<file path="config.mk">
export PLATFORM = sky130hd
export DESIGN_NAME = ladder_lowpass_filter_q31_unit
export DESIGN_NICKNAME = d
export VERILOG_FILES = /design/src/hw/rtl/llf_pkg.sv /design/src/hw/rtl/llf_qmul.sv /design/src/hw/rtl/ladder_lowpass_filter_q31_unit.sv
export SDC_FILE = /design/constraint.sdc
export NUM_CORES = 2
export LEC_CHECK = 0
export BUFFER_PORTS_ARGS = -buffer_cell sky130_fd_sc_hd__buf_2
export CORE_UTILIZATION = 52
export DETAILED_ROUTE_END_ITERATION = 8
export GPL_TIMING_DRIVEN = 0
export MAX_ROUTING_LAYER = met4
export PLACE_DENSITY = 0.66
export SYNTH_ARGS = -nofsm -noshare
export SYNTH_HDL_FRONTEND = slang
export SYNTH_SLANG_ARGS = --single-unit
</file>
<file path="constraint.sdc">
create_clock -name clock -period 20.2 [get_ports clock]
set_input_delay 5.05 -clock clock [delete_from_list [all_inputs] [get_ports clock]]
set_output_delay 5.05 -clock clock [all_outputs]
set_load 0.01 [all_outputs]
</file>
<file path="src/hw/rtl/llf_pkg.sv">
// Shared types, register indexes and saturating Q31 helpers for the ladder low-pass filter.
package llf_pkg;

   localparam int SampleWidth = 32;
   localparam int CoeffWidth  = 31;
   localparam int ShiftWidth  = 4;
   localparam int CsrIdxWidth = 2;

   typedef logic signed [SampleWidth-1:0] sample_type;
   typedef logic [CoeffWidth-1:0]         coeff_type;

   // CSR indexes
   localparam logic [CsrIdxWidth-1:0] CSR_CUTOFF_COEFF   = 2'd0;
   localparam logic [CsrIdxWidth-1:0] CSR_FEEDBACK_GAIN  = 2'd1;
   localparam logic [CsrIdxWidth-1:0] CSR_FEEDBACK_SHIFT = 2'd2;
   localparam logic [CsrIdxWidth-1:0] CSR_OVERSAMPLE_ON  = 2'd3;

   localparam coeff_type FEEDBACK_GAIN_RESET = 31'h7FFF_FFFF;

   // clamp a wide signed value to the Q31 range
   function automatic sample_type q_sat(input logic signed [63:0] v);
      sample_type r;
      if (v > 64'sd2147483647) begin
         r = 32'sh7FFF_FFFF;
      end else if (v < -64'sd2147483648) begin
         r = 32'sh8000_0000;
      end else begin
         r = v[31:0];
      end
      return r;
   endfunction

   // arithmetic halving (floor)
   function automatic sample_type q_half(input sample_type a);
      return a >>> 1;
   endfunction

   // shift by (2 - sh): saturating left for sh <= 2, arithmetic right otherwise
   function automatic sample_type q_shl(input sample_type a, input logic [ShiftWidth-1:0] sh);
      logic signed [63:0] wide;
      logic [ShiftWidth-1:0] rsh;
      sample_type r;
      wide = {{32{a[31]}}, a};
      rsh  = sh - 4'd2;
      if (sh <= 4'd2) begin
         r = q_sat(wide <<< (4'd2 - sh));
      end else begin
         r = a >>> rsh;
      end
      return r;
   endfunction

endpackage

</file>
<file path="src/hw/rtl/llf_qmul.sv">
// Shared Q31 multiplier: registered product, then (a*b)>>31 with saturation.
module llf_qmul (
   input  logic                clock,
   input  llf_pkg::sample_type mul_a,
   input  llf_pkg::sample_type mul_b,
   output llf_pkg::sample_type mul_q
);

   logic signed [63:0] prod_ff;
   logic signed [63:0] prod_in;

   assign prod_in = mul_a * mul_b;

   // product register
   always_ff @(posedge clock) begin
      prod_ff <= prod_in;
   end

   assign mul_q = llf_pkg::q_sat(prod_ff >>> 31);

endmodule

</file>
<file path="src/hw/rtl/ladder_lowpass_filter_q31_unit.sv">
// Top level of the four-pole ladder low-pass filter on signed Q31 samples.
// Four one-pole stages with resonance feedback, all in saturating Q31, computed by a small
// sequencer around one saturating adder, one shifter and one registered 32x32 multiplier.
// One filter update runs feedback sum, feedback multiply, feedback shift and stage-0 sum,
// then subtract, multiply and accumulate for each of the four stages.
// A sample without oversampling goes from accept to result register through the accept
// cycle, one update and the output cycle; with oversampling on it adds a midpoint cycle and
// runs two updates with the first-half output cycle between them. The next sample is accepted
// in the cycle after the result is registered, so a new sample is taken only once the last one
// is done, later if the result side stalls. The stage values run
// through a four-register ring that rotates once per stage, so every tap is fixed.
module ladder_lowpass_filter_q31_unit (
   input  logic                                 clock,
   input  logic                                 reset,
   // input samples
   input  logic                                 req_valid,
   output logic                                 req_ready,
   input  logic signed [31:0]                   req_sample_in,
   // filtered samples
   output logic                                 rsp_valid,
   input  logic                                 rsp_ready,
   output logic signed [31:0]                   rsp_sample_out,
   // register writes
   input  logic                                 csr_valid,
   output logic                                 csr_ready,
   input  logic [llf_pkg::CsrIdxWidth-1:0]      csr_index,
   input  logic [31:0]                          csr_data
);

   // sequencer states
   localparam logic [3:0] ST_IDLE   = 4'd0;
   localparam logic [3:0] ST_MID    = 4'd1;
   localparam logic [3:0] ST_FB_ADD = 4'd2;
   localparam logic [3:0] ST_FB_MUL = 4'd3;
   localparam logic [3:0] ST_FB_SHL = 4'd4;
   localparam logic [3:0] ST_S0_ADD = 4'd5;
   localparam logic [3:0] ST_DIFF   = 4'd6;
   localparam logic [3:0] ST_MUL    = 4'd7;
   localparam logic [3:0] ST_UPD    = 4'd8;
   localparam logic [3:0] ST_FIN    = 4'd9;

   logic [3:0]          state_ff, state_in;
   logic [1:0]          stage_idx_ff, stage_idx_in;
   logic                pass_ff, pass_in;
   llf_pkg::sample_type x_ff, x_in;
   llf_pkg::sample_type x_cur_ff, x_cur_in;
   llf_pkg::sample_type acc_ff, acc_in;
   llf_pkg::sample_type y_ff, y_in;
   llf_pkg::sample_type ring_ff [4];
   llf_pkg::sample_type ring_in [4];
   llf_pkg::sample_type prev_final_ff, prev_final_in;
   llf_pkg::sample_type prev_input_ff, prev_input_in;
   logic                rsp_valid_ff, rsp_valid_in;
   llf_pkg::sample_type rsp_data_ff, rsp_data_in;

   llf_pkg::coeff_type                  cutoff_ff;
   llf_pkg::coeff_type                  gain_ff;
   logic [llf_pkg::ShiftWidth-1:0]      fb_shift_ff;
   logic                                oversample_ff;

   llf_pkg::sample_type alu_a, alu_b, alu_q;
   logic                alu_sub;
   logic signed [32:0]  alu_sum;
   llf_pkg::sample_type mul_a, mul_b, mul_q;
   llf_pkg::sample_type shl_q;
   logic                out_free;

   assign req_ready      = (state_ff == ST_IDLE);
   assign csr_ready      = 1'b1;
   assign rsp_valid      = rsp_valid_ff;
   assign rsp_sample_out = rsp_data_ff;
   assign out_free       = !rsp_valid_ff || rsp_ready;

   // shared multiplier
   llf_qmul u_qmul (
      .clock (clock),
      .mul_a (mul_a),
      .mul_b (mul_b),
      .mul_q (mul_q)
   );

   assign mul_a = (state_ff == ST_FB_MUL) ? {1'b0, gain_ff} : {1'b0, cutoff_ff};
   assign mul_b = acc_ff;

   // feedback shifter
   assign shl_q = llf_pkg::q_shl(mul_q, fb_shift_ff);

   // shared saturating adder: operand select per state
   always_comb begin
      alu_a   = '0;
      alu_b   = '0;
      alu_sub = 1'b0;
      case (state_ff)
         ST_MID: begin
            alu_a = llf_pkg::q_half(x_ff);
            alu_b = llf_pkg::q_half(prev_input_ff);
         end
         ST_FB_ADD: begin
            alu_a = llf_pkg::q_half(ring_ff[3]);
            alu_b = llf_pkg::q_half(prev_final_ff);
         end
         ST_S0_ADD: begin
            alu_a = acc_ff;
            alu_b = ring_ff[0];
         end
         ST_DIFF: begin
            // stage 0 takes input minus (feedback + own value), later stages the previous output
            alu_a   = (stage_idx_ff == 2'd0) ? x_cur_ff : ring_ff[3];
            alu_b   = (stage_idx_ff == 2'd0) ? acc_ff : ring_ff[0];
            alu_sub = 1'b1;
         end
         ST_UPD: begin
            alu_a = ring_ff[0];
            alu_b = mul_q;
         end
         ST_FIN: begin
            if (!oversample_ff) begin
               alu_a = ring_ff[3];
            end else if (!pass_ff) begin
               alu_a = llf_pkg::q_half(ring_ff[3]);
            end else begin
               alu_a = y_ff;
               alu_b = llf_pkg::q_half(ring_ff[3]);
            end
         end
         default: begin
            alu_a = '0;
         end
      endcase
   end

   assign alu_sum = alu_sub ? ({alu_a[31], alu_a} - {alu_b[31], alu_b})
                            : ({alu_a[31], alu_a} + {alu_b[31], alu_b});
   assign alu_q   = llf_pkg::q_sat({{31{alu_sum[32]}}, alu_sum});

   // sequencer
   always_comb begin
      state_in      = state_ff;
      stage_idx_in  = stage_idx_ff;
      pass_in       = pass_ff;
      x_in          = x_ff;
      x_cur_in      = x_cur_ff;
      acc_in        = acc_ff;
      y_in          = y_ff;
      ring_in       = ring_ff;
      prev_final_in = prev_final_ff;
      prev_input_in = prev_input_ff;
      rsp_data_in   = rsp_data_ff;
      rsp_valid_in  = rsp_valid_ff && !rsp_ready;
      case (state_ff)
         ST_IDLE: begin
            if (req_valid) begin
               x_in     = req_sample_in;
               x_cur_in = req_sample_in;
               pass_in  = 1'b0;
               state_in = oversample_ff ? ST_MID : ST_FB_ADD;
            end
         end
         ST_MID: begin
            x_cur_in      = alu_q;
            prev_input_in = x_ff;
            state_in      = ST_FB_ADD;
         end
         ST_FB_ADD: begin
            acc_in   = alu_q;
            state_in = ST_FB_MUL;
         end
         ST_FB_MUL: begin
            state_in = ST_FB_SHL;
         end
         ST_FB_SHL: begin
            acc_in   = shl_q;
            state_in = ST_S0_ADD;
         end
         ST_S0_ADD: begin
            acc_in       = alu_q;
            stage_idx_in = 2'd0;
            state_in     = ST_DIFF;
         end
         ST_DIFF: begin
            acc_in   = alu_q;
            state_in = ST_MUL;
         end
         ST_MUL: begin
            state_in = ST_UPD;
         end
         ST_UPD: begin
            // rotate the ring: updated stage lands at the tail
            if (stage_idx_ff == 2'd0) begin
               prev_final_in = ring_ff[3];
            end
            ring_in[0]   = ring_ff[1];
            ring_in[1]   = ring_ff[2];
            ring_in[2]   = ring_ff[3];
            ring_in[3]   = alu_q;
            stage_idx_in = stage_idx_ff + 2'd1;
            state_in     = (stage_idx_ff == 2'd3) ? ST_FIN : ST_DIFF;
         end
         ST_FIN: begin
            if (oversample_ff && !pass_ff) begin
               // first half done: run again on the current sample
               y_in     = alu_q;
               x_cur_in = x_ff;
               pass_in  = 1'b1;
               state_in = ST_FB_ADD;
            end else if (out_free) begin
               rsp_data_in  = alu_q;
               rsp_valid_in = 1'b1;
               state_in     = ST_IDLE;
            end
         end
         default: begin
            state_in = ST_IDLE;
         end
      endcase
   end

   // control and filter state
   always_ff @(posedge clock) begin
      if (reset) begin
         state_ff      <= ST_IDLE;
         stage_idx_ff  <= 2'd0;
         pass_ff       <= 1'b0;
         rsp_valid_ff  <= 1'b0;
         ring_ff       <= '{default: '0};
         prev_final_ff <= '0;
         prev_input_ff <= '0;
      end else begin
         state_ff      <= state_in;
         stage_idx_ff  <= stage_idx_in;
         pass_ff       <= pass_in;
         rsp_valid_ff  <= rsp_valid_in;
         ring_ff       <= ring_in;
         prev_final_ff <= prev_final_in;
         prev_input_ff <= prev_input_in;
      end
   end

   // datapath registers
   always_ff @(posedge clock) begin
      x_ff        <= x_in;
      x_cur_ff    <= x_cur_in;
      acc_ff      <= acc_in;
      y_ff        <= y_in;
      rsp_data_ff <= rsp_data_in;
   end

   // configuration registers
   always_ff @(posedge clock) begin
      if (reset) begin
         cutoff_ff     <= '0;
         gain_ff       <= llf_pkg::FEEDBACK_GAIN_RESET;
         fb_shift_ff   <= '0;
         oversample_ff <= 1'b0;
      end else if (csr_valid) begin
         case (csr_index)
            llf_pkg::CSR_CUTOFF_COEFF:   cutoff_ff     <= csr_data[30:0];
            llf_pkg::CSR_FEEDBACK_GAIN:  gain_ff       <= csr_data[30:0];
            llf_pkg::CSR_FEEDBACK_SHIFT: fb_shift_ff   <= csr_data[3:0];
            llf_pkg::CSR_OVERSAMPLE_ON:  oversample_ff <= csr_data[0];
            default: begin
               oversample_ff <= oversample_ff;
            end
         endcase
      end
   end

endmodule

</file>
Yosys cells after proc, flatten, opt, wreduce, memory -nomap -nowiden. Index checks and enable logic that the tools add are counted.

Flip-flop bits (word level): 491. Input port bits: 71. Word-level logic and storage cells: 112. Output and inout port bits: 35.

$add $sub $neg: 5. Reductions and logical operators: 25. Bitwise operators: 1. Equal/unequal tests: 16. Multiplexer cells: 35. Shift operators: 2. Order comparisons: 7. Multipliers: 1.

Operators by type and width (count): 32-bit 2-to-1 mux (15); 32-bit case mux with 6 select lines (2); 32-bit case mux with 3 select lines (1); 33-bit by 32-bit > comparator with 1-bit output (second input constant) (2); 33-bit by 32-bit < comparator with 1-bit output (second input constant) (2); 64-bit by 32-bit > comparator with 1-bit output (second input constant) (1); 64-bit by 32-bit < comparator with 1-bit output (second input constant) (1); 32-bit by 32-bit multiplier with 64-bit output (1); 32-bit case mux with 2 select lines (1); 32-bit by 4-bit <<< shifter with 64-bit output (1); 4-bit case mux with 10 select lines (1); 32-bit by 32-bit adder with 33-bit output (1); 33-bit 2-to-1 mux (1); 32-bit by 32-bit subtractor with 33-bit output (1); 32-bit by 4-bit >>> shifter with 32-bit output (1); 31-bit 2-to-1 mux (1); 4-bit by 3-bit equality test with 1-bit output (second input constant) (4); 4-bit 2-to-1 mux (4); 2-bit AND reduction (8); 3-bit AND reduction (3); 4-bit by 2-bit equality test with 1-bit output (second input constant) (2); 4-bit equality test (second input constant) (2); 2-bit equality test (second input constant) (3); 1-bit 2-to-1 mux (6); 20 further kinds (27).

Longest topological paths before layout.
Depth after elaboration: 10. Gate-level depth with buffers: 37. Depth with buffers taken out: 31.

By module. Synthesis repeated with hierarchy kept, for this count alone.

Cells, all modules: 6960. Area, all modules: 62094.6 sq um.

Modules (own cells, without submodules): llf_qmul (cells each 3886, area each 36511.3 sq um, instances 1, seq. area each 660.6 sq um); ladder_lowpass_filter_q31_unit (cells each 3074, area each 25583.3 sq um, instances 1, seq. area each 10109.7 sq um).

Worst setup path before layout. Ideal clock, no wire load.

Kind: reg-to-reg. Start: register state_ff[1]. End: register u_qmul.prod_ff[63]. Setup slack: 11.339 ns. Stages on the path, launching flop included: 35. Library setup time: 0.121 ns. Path buffers: 4. Clock period less this slack: 8.861 ns. Arrival time: 8.741 ns. Cells stage by stage: dfxtp_1 > buf_2 > nor4bb_1 > clkbuf_1 > buf_1 > mux2_2 > clkbuf_1 > nand2_1 > fa_1 > inv_1 > fa_1 > fa_1 > inv_1 > fa_1 > inv_1 > fa_1 > inv_1 > fa_1 > inv_1 > fa_1 > inv_1 > fa_1 > inv_1 > ha_1 > nand3_1 > nor2_1 > and4_1 > a211o_1 > o21ai_0 > a211oi_1 > a21oi_1 > o211a_1 > o31ai_1 > a21oi_1 > xnor2_1.

Longest elaborated chain between the ends: 3.

RTL lines: start, declared (line ladder_lowpass_filter_q31_unit.sv:42) `logic [3:0] state_ff, state_in;`; start signal, assigned (line ladder_lowpass_filter_q31_unit.sv:229) `state_ff <= state_in;`; 4-bit by 2-bit equality test with 1-bit output (line ladder_lowpass_filter_q31_unit.sv:82) `assign mul_a = (state_ff == ST_FB_MUL) ? {1'b0, gain_ff} : {1'b0, cutoff_ff};`; 31-bit 2-to-1 mux (line ladder_lowpass_filter_q31_unit.sv:82); 32-bit by 32-bit multiplier with 64-bit output (line llf_qmul.sv:12) `assign prod_in = mul_a * mul_b;`; net u_qmul.prod_in[63] (line llf_qmul.sv:10) `logic signed [63:0] prod_in;`; end signal, assigned (line llf_qmul.sv:16) `prod_ff <= prod_in;`; end, declared (line llf_qmul.sv:9) `logic signed [63:0] prod_ff;`.

The timed path passes the listed nets, and every way through them passes these cells. A chain may end at the register's enable or synchronous reset.

Worst setup path after layout. Ends and elaborated chain as after synthesis.

==> flow_results.xml <==
<?xml version="1.0" encoding="UTF-8"?>
<metrics>
  <group name="outcome">
    <metric name="run_status" unit="">complete, no violations</metric>
  </group>
  <group name="setup_path">
    <metric name="slowest_stage" unit="">sky130_fd_sc_hd__clkbuf_1</metric>
    <metric name="path_class" unit="">flip-flop to flip-flop</metric>
    <metric name="worstSetupStartpointType" unit="">flip-flop</metric>
    <metric name="worst-endpoint-required" unit="ns">20.74</metric>
    <metric name="path_common_cell" unit="">sky130_fd_sc_hd__fa_1</metric>
    <metric name="max_stage_delay" unit="ns">0.78</metric>
    <metric name="worstPathArrival" unit="ns">12.58</metric>
    <metric name="endpoint_kind" unit="">flip-flop</metric>
    <metric name="critical_path.max_fanout" unit="">10</metric>
  </group>
  <group name="timing">
    <metric name="post-route-min-period" unit="ns">12.04</metric>
    <metric name="hold_viol_final" unit="">0</metric>
    <metric name="unrepaired_setup_endpoints_after_global_routing" unit="">false</metric>
    <metric name="max-slew-margin-rel" unit="">0.0748</metric>
    <metric name="final_number_of_setup_violating_endpoints" unit="">0</metric>
    <metric name="setup-tns-final" unit="ns">0</metric>
    <metric name="worst_slew_pin_slew" unit="ns">1.38</metric>
    <metric name="tcrit_tclk_final" unit="">0.596</metric>
    <metric name="fmaxAchievable" unit="GHz">0.0830</metric>
    <metric name="maxSlewViolCount" unit="">0</metric>
    <metric name="clock_skew" unit="ns">0.0699</metric>
  </group>
  <group name="logic_synthesis">
    <metric name="post-synth-top-area-cell" unit="">sky130_fd_sc_hd__fa_1</metric>
    <metric name="synth.net_count" unit="">7952</metric>
    <metric name="synth-edff-count" unit="">160</metric>
    <metric name="synth-seq-cells" unit="">458</metric>
    <metric name="post_synth_num_cell_types" unit="">97</metric>
    <metric name="synth_most_common_cell" unit="">sky130_fd_sc_hd__nand2_1</metric>
    <metric name="synth_top_flop_cell" unit="">sky130_fd_sc_hd__dfxtp_1</metric>
    <metric name="synth.top_cells.by_count" unit="">sky130_fd_sc_hd__nand2_1 (1412), sky130_fd_sc_hd__inv_1 (988), sky130_fd_sc_hd__fa_1 (867)</metric>
    <metric name="synthTopCellsByArea" unit="">sky130_fd_sc_hd__fa_1 (30%), sky130_fd_sc_hd__dfxtp_1 (10%), sky130_fd_sc_hd__nand2_1 (9.3%)</metric>
    <metric name="cell_area_synth" unit="sq um">57200</metric>
    <metric name="async_flop_share" unit="">0</metric>
    <metric name="synth_cells" unit="">6681</metric>
    <metric name="synthDominantCellAreaShare" unit="">0.303</metric>
    <metric name="synth-seq-area-share" unit="">0.188</metric>
    <metric name="syn-mean-instance-area" unit="sq um">8.56</metric>
    <metric name="yosys_warnings" unit="">0</metric>
  </group>
  <group name="routing">
    <metric name="detailedRoute.firstPassIterationCount" unit="">6</metric>
    <metric name="routed-wl-met2" unit="um">106000</metric>
    <metric name="highest-signal-layer" unit="">met4</metric>
    <metric name="antenna_violating_nets_post_route" unit="">0</metric>
    <metric name="drt_wl_total" unit="um">245000</metric>
    <metric name="routedLengthMet1" unit="um">94600</metric>
    <metric name="met3_wirelength" unit="um">24000</metric>
    <metric name="number_of_design_rule_violations_left_by_the_first_detailed_router_iteration" unit="">5692</metric>
    <metric name="post_drt_via_cell_ratio" unit="">6.11</metric>
    <metric name="dr_total_vias" unit="">50800</metric>
    <metric name="drt_drc_violations_left" unit="">0</metric>
    <metric name="avgRoutedWirePerCell" unit="um">29.5</metric>
  </group>
  <group name="floorplan">
    <metric name="initial_utilization" unit="">0.525</metric>
    <metric name="floorplan.core_area" unit="sq um">109000</metric>
    <metric name="die_w" unit="um">334</metric>
    <metric name="fp-row-count" unit="">121</metric>
    <metric name="floorplan.die.height" unit="um">334</metric>
    <metric name="floorplan.die_area" unit="sq um">111000</metric>
    <metric name="boundaryPins" unit="">106</metric>
  </group>
  <group name="grt">
    <metric name="grt_pass1_wl" unit="um">353000</metric>
    <metric name="grt_use_total" unit="">0.457</metric>
    <metric name="first_global_vias" unit="">50700</metric>
    <metric name="antenna_found_initial" unit="">20</metric>
    <metric name="aggregate_global_routing_overflow" unit="">0</metric>
    <metric name="grt_start_max_net_pins" unit="">33</metric>
  </group>
  <group name="layout">
    <metric name="fillerInstances" unit="">10100</metric>
    <metric name="finalNetCount" unit="">8116</metric>
    <metric name="layout-drive-gt1-share" unit="">0.0542</metric>
    <metric name="syn2layout_area_growth" unit="%">7.50</metric>
  </group>
  <group name="clock_tree">
    <metric name="post_cts_resize_count" unit="">0</metric>
    <metric name="cts_post_setup_buffers_inserted" unit="">0</metric>
    <metric name="clkLatencyLatePin" unit="ns">0.68</metric>
    <metric name="numCtsBuffers" unit="">52</metric>
    <metric name="clkSinkCount" unit="">458</metric>
    <metric name="tritoncts_clock_tree" unit="">done</metric>
    <metric name="clock_path_buffers" unit="">3</metric>
    <metric name="holdBufCountCts" unit="">0</metric>
    <metric name="h_tree_depth" unit="">2</metric>
    <metric name="clk_pin_slew_worst_paths" unit="ns">0.07</metric>
    <metric name="clock_tree_root_driver_cell" unit="">sky130_fd_sc_hd__clkbuf_16</metric>
  </group>
  <group name="place">
    <metric name="io_buffer_count" unit="">102</metric>
    <metric name="gp_congestion" unit="">1.05</metric>
    <metric name="dp.final_hpwl" unit="um">201000</metric>
  </group>
  <group name="job">
    <metric name="cap_violations" unit="">0</metric>
  </group>
  <group name="worst_hold_path">
    <metric name="hold_path_class" unit="">flip-flop to flip-flop</metric>
  </group>
</metrics>
[metal layers]
layer | vias up | GRT usage
met1 | 25300 | 0.578
met3 | 735 | 0.0810
li1 | 21700 | -
met2 | 3082 | 0.672
met5 | - | -
met4 | 0 | 0.306
[final cells by class]
cell class / instances / area [sq um] / share of cell area
Tap cell: 1414 / 1770 / 0.0288
Antenna cell: 19 / 47.5 / 0.000773
Clock inverter: 27 / 363 / 0.00590
Timing Repair Buffer: 110 / 623 / 0.0101
Buffer: 467 / 1850 / 0.0301
Inverter: 992 / 3720 / 0.0606
Sequential cell: 458 / 10800 / 0.175
Clock buffer: 67 / 1450 / 0.0235
Multi-Input combinational cell: 4764 / 40900 / 0.665
[layout by cell type (no fill, tap or decap), types with 72 or more instances in the layout]
cell type	Yosys	routed
sky130_fd_sc_hd__fa_1	867	867
sky130_fd_sc_hd__and2_1	257	256
sky130_fd_sc_hd__nor2_1	212	211
sky130_fd_sc_hd__nand2_1	1412	1412
sky130_fd_sc_hd__dfxtp_1	298	298
sky130_fd_sc_hd__a21oi_1	430	429
sky130_fd_sc_hd__o21ai_0	160	160
sky130_fd_sc_hd__inv_1	988	988
sky130_fd_sc_hd__mux2i_1	72	72
sky130_fd_sc_hd__buf_2	21	123
sky130_fd_sc_hd__clkbuf_1	376	381
sky130_fd_sc_hd__ha_1	333	333
sky130_fd_sc_hd__a22oi_1	103	103
sky130_fd_sc_hd__edfxtp_1	160	160
[stage by stage]
stage	std cells	util	worst slack, ns	hold slack [ns]	cell area (sq um)
detailed placement	8205	0.547	8.39	0.442	59600
global placement	8197	0.546	7.42	0.436	59500
finish	8318	0.564	8.16	0.410	61500
floorplan	6681	-	11.34	0.432	57200
CTS	8299	0.564	8.32	0.394	61400
global route	8308	0.564	7.80	0.439	61500
[worst max-delay path: cells and delay by family, from the launching register on]
| kind | cells | cell delay [ns] |
|---|---|---|
| simple gates | 3 | 0.65 |
| compound gates | 9 | 2.96 |
| xor+xnor | 1 | 0.13 |
| flops | 1 | 0.51 |
| mux | 1 | 0.55 |
| buf+inv | 9 | 2.65 |
| fa+ha+maj | 9 | 4.41 |
[state kept, by name, indices dropped and copies added (netlist names)]
| signal | cells |
|---|---|
| rsp_valid | 1 |
| stage_idx_ff | 2 |
| y_ff | 32 |
| fb_shift_ff | 4 |
| cutoff_ff | 31 |
| acc_ff | 32 |
| prev_input_ff | 31 |
| pass_ff | 1 |
| state_ff | 4 |
| gain_ff | 31 |
| rsp_sample_out | 32 |
| oversample_ff | 1 |
| prev_final_ff | 31 |
| ring_ff | 128 |
| u_qmul.prod_ff | 33 |
| x_cur_ff | 32 |
| x_ff | 32 |
[path summary, 6_finish.rpt]
check	start	endpoint	slack (ns)	cells past startpoint
max	state_ff[1]$_SDFFE_PP0P_	u_qmul.prod_ff[63]$_DFF_P_	8.16	32
min reg2reg	ring_ff[67]$_SDFFE_PP0P_	ring_ff[99]$_SDFFE_PP0P_	0.41	2
max reg2reg	state_ff[1]$_SDFFE_PP0P_	u_qmul.prod_ff[63]$_DFF_P_	8.16	32
min	ring_ff[67]$_SDFFE_PP0P_	ring_ff[99]$_SDFFE_PP0P_	0.41	2
[logic make-up (layout without fill, tap and decap cells)]
logic type                 Yosys count  count (layout)  synth area share
AOI/OAI and AO/OA                 1094            1094             0.123
xor gates and xnor gates           103             103            0.0159
adders and majority gates         1210            1210             0.378
buffers and inverters             1459            1663            0.0974
DFF                                458             458             0.188
muxes                              120             120            0.0222
other                                1              20         0.0000656
and+or+nand+nor                   2236            2236             0.175
Power is left out: the tool's default activity adds up to more than one toggle a clock period on the data nets, which glitch-free logic cannot reach.
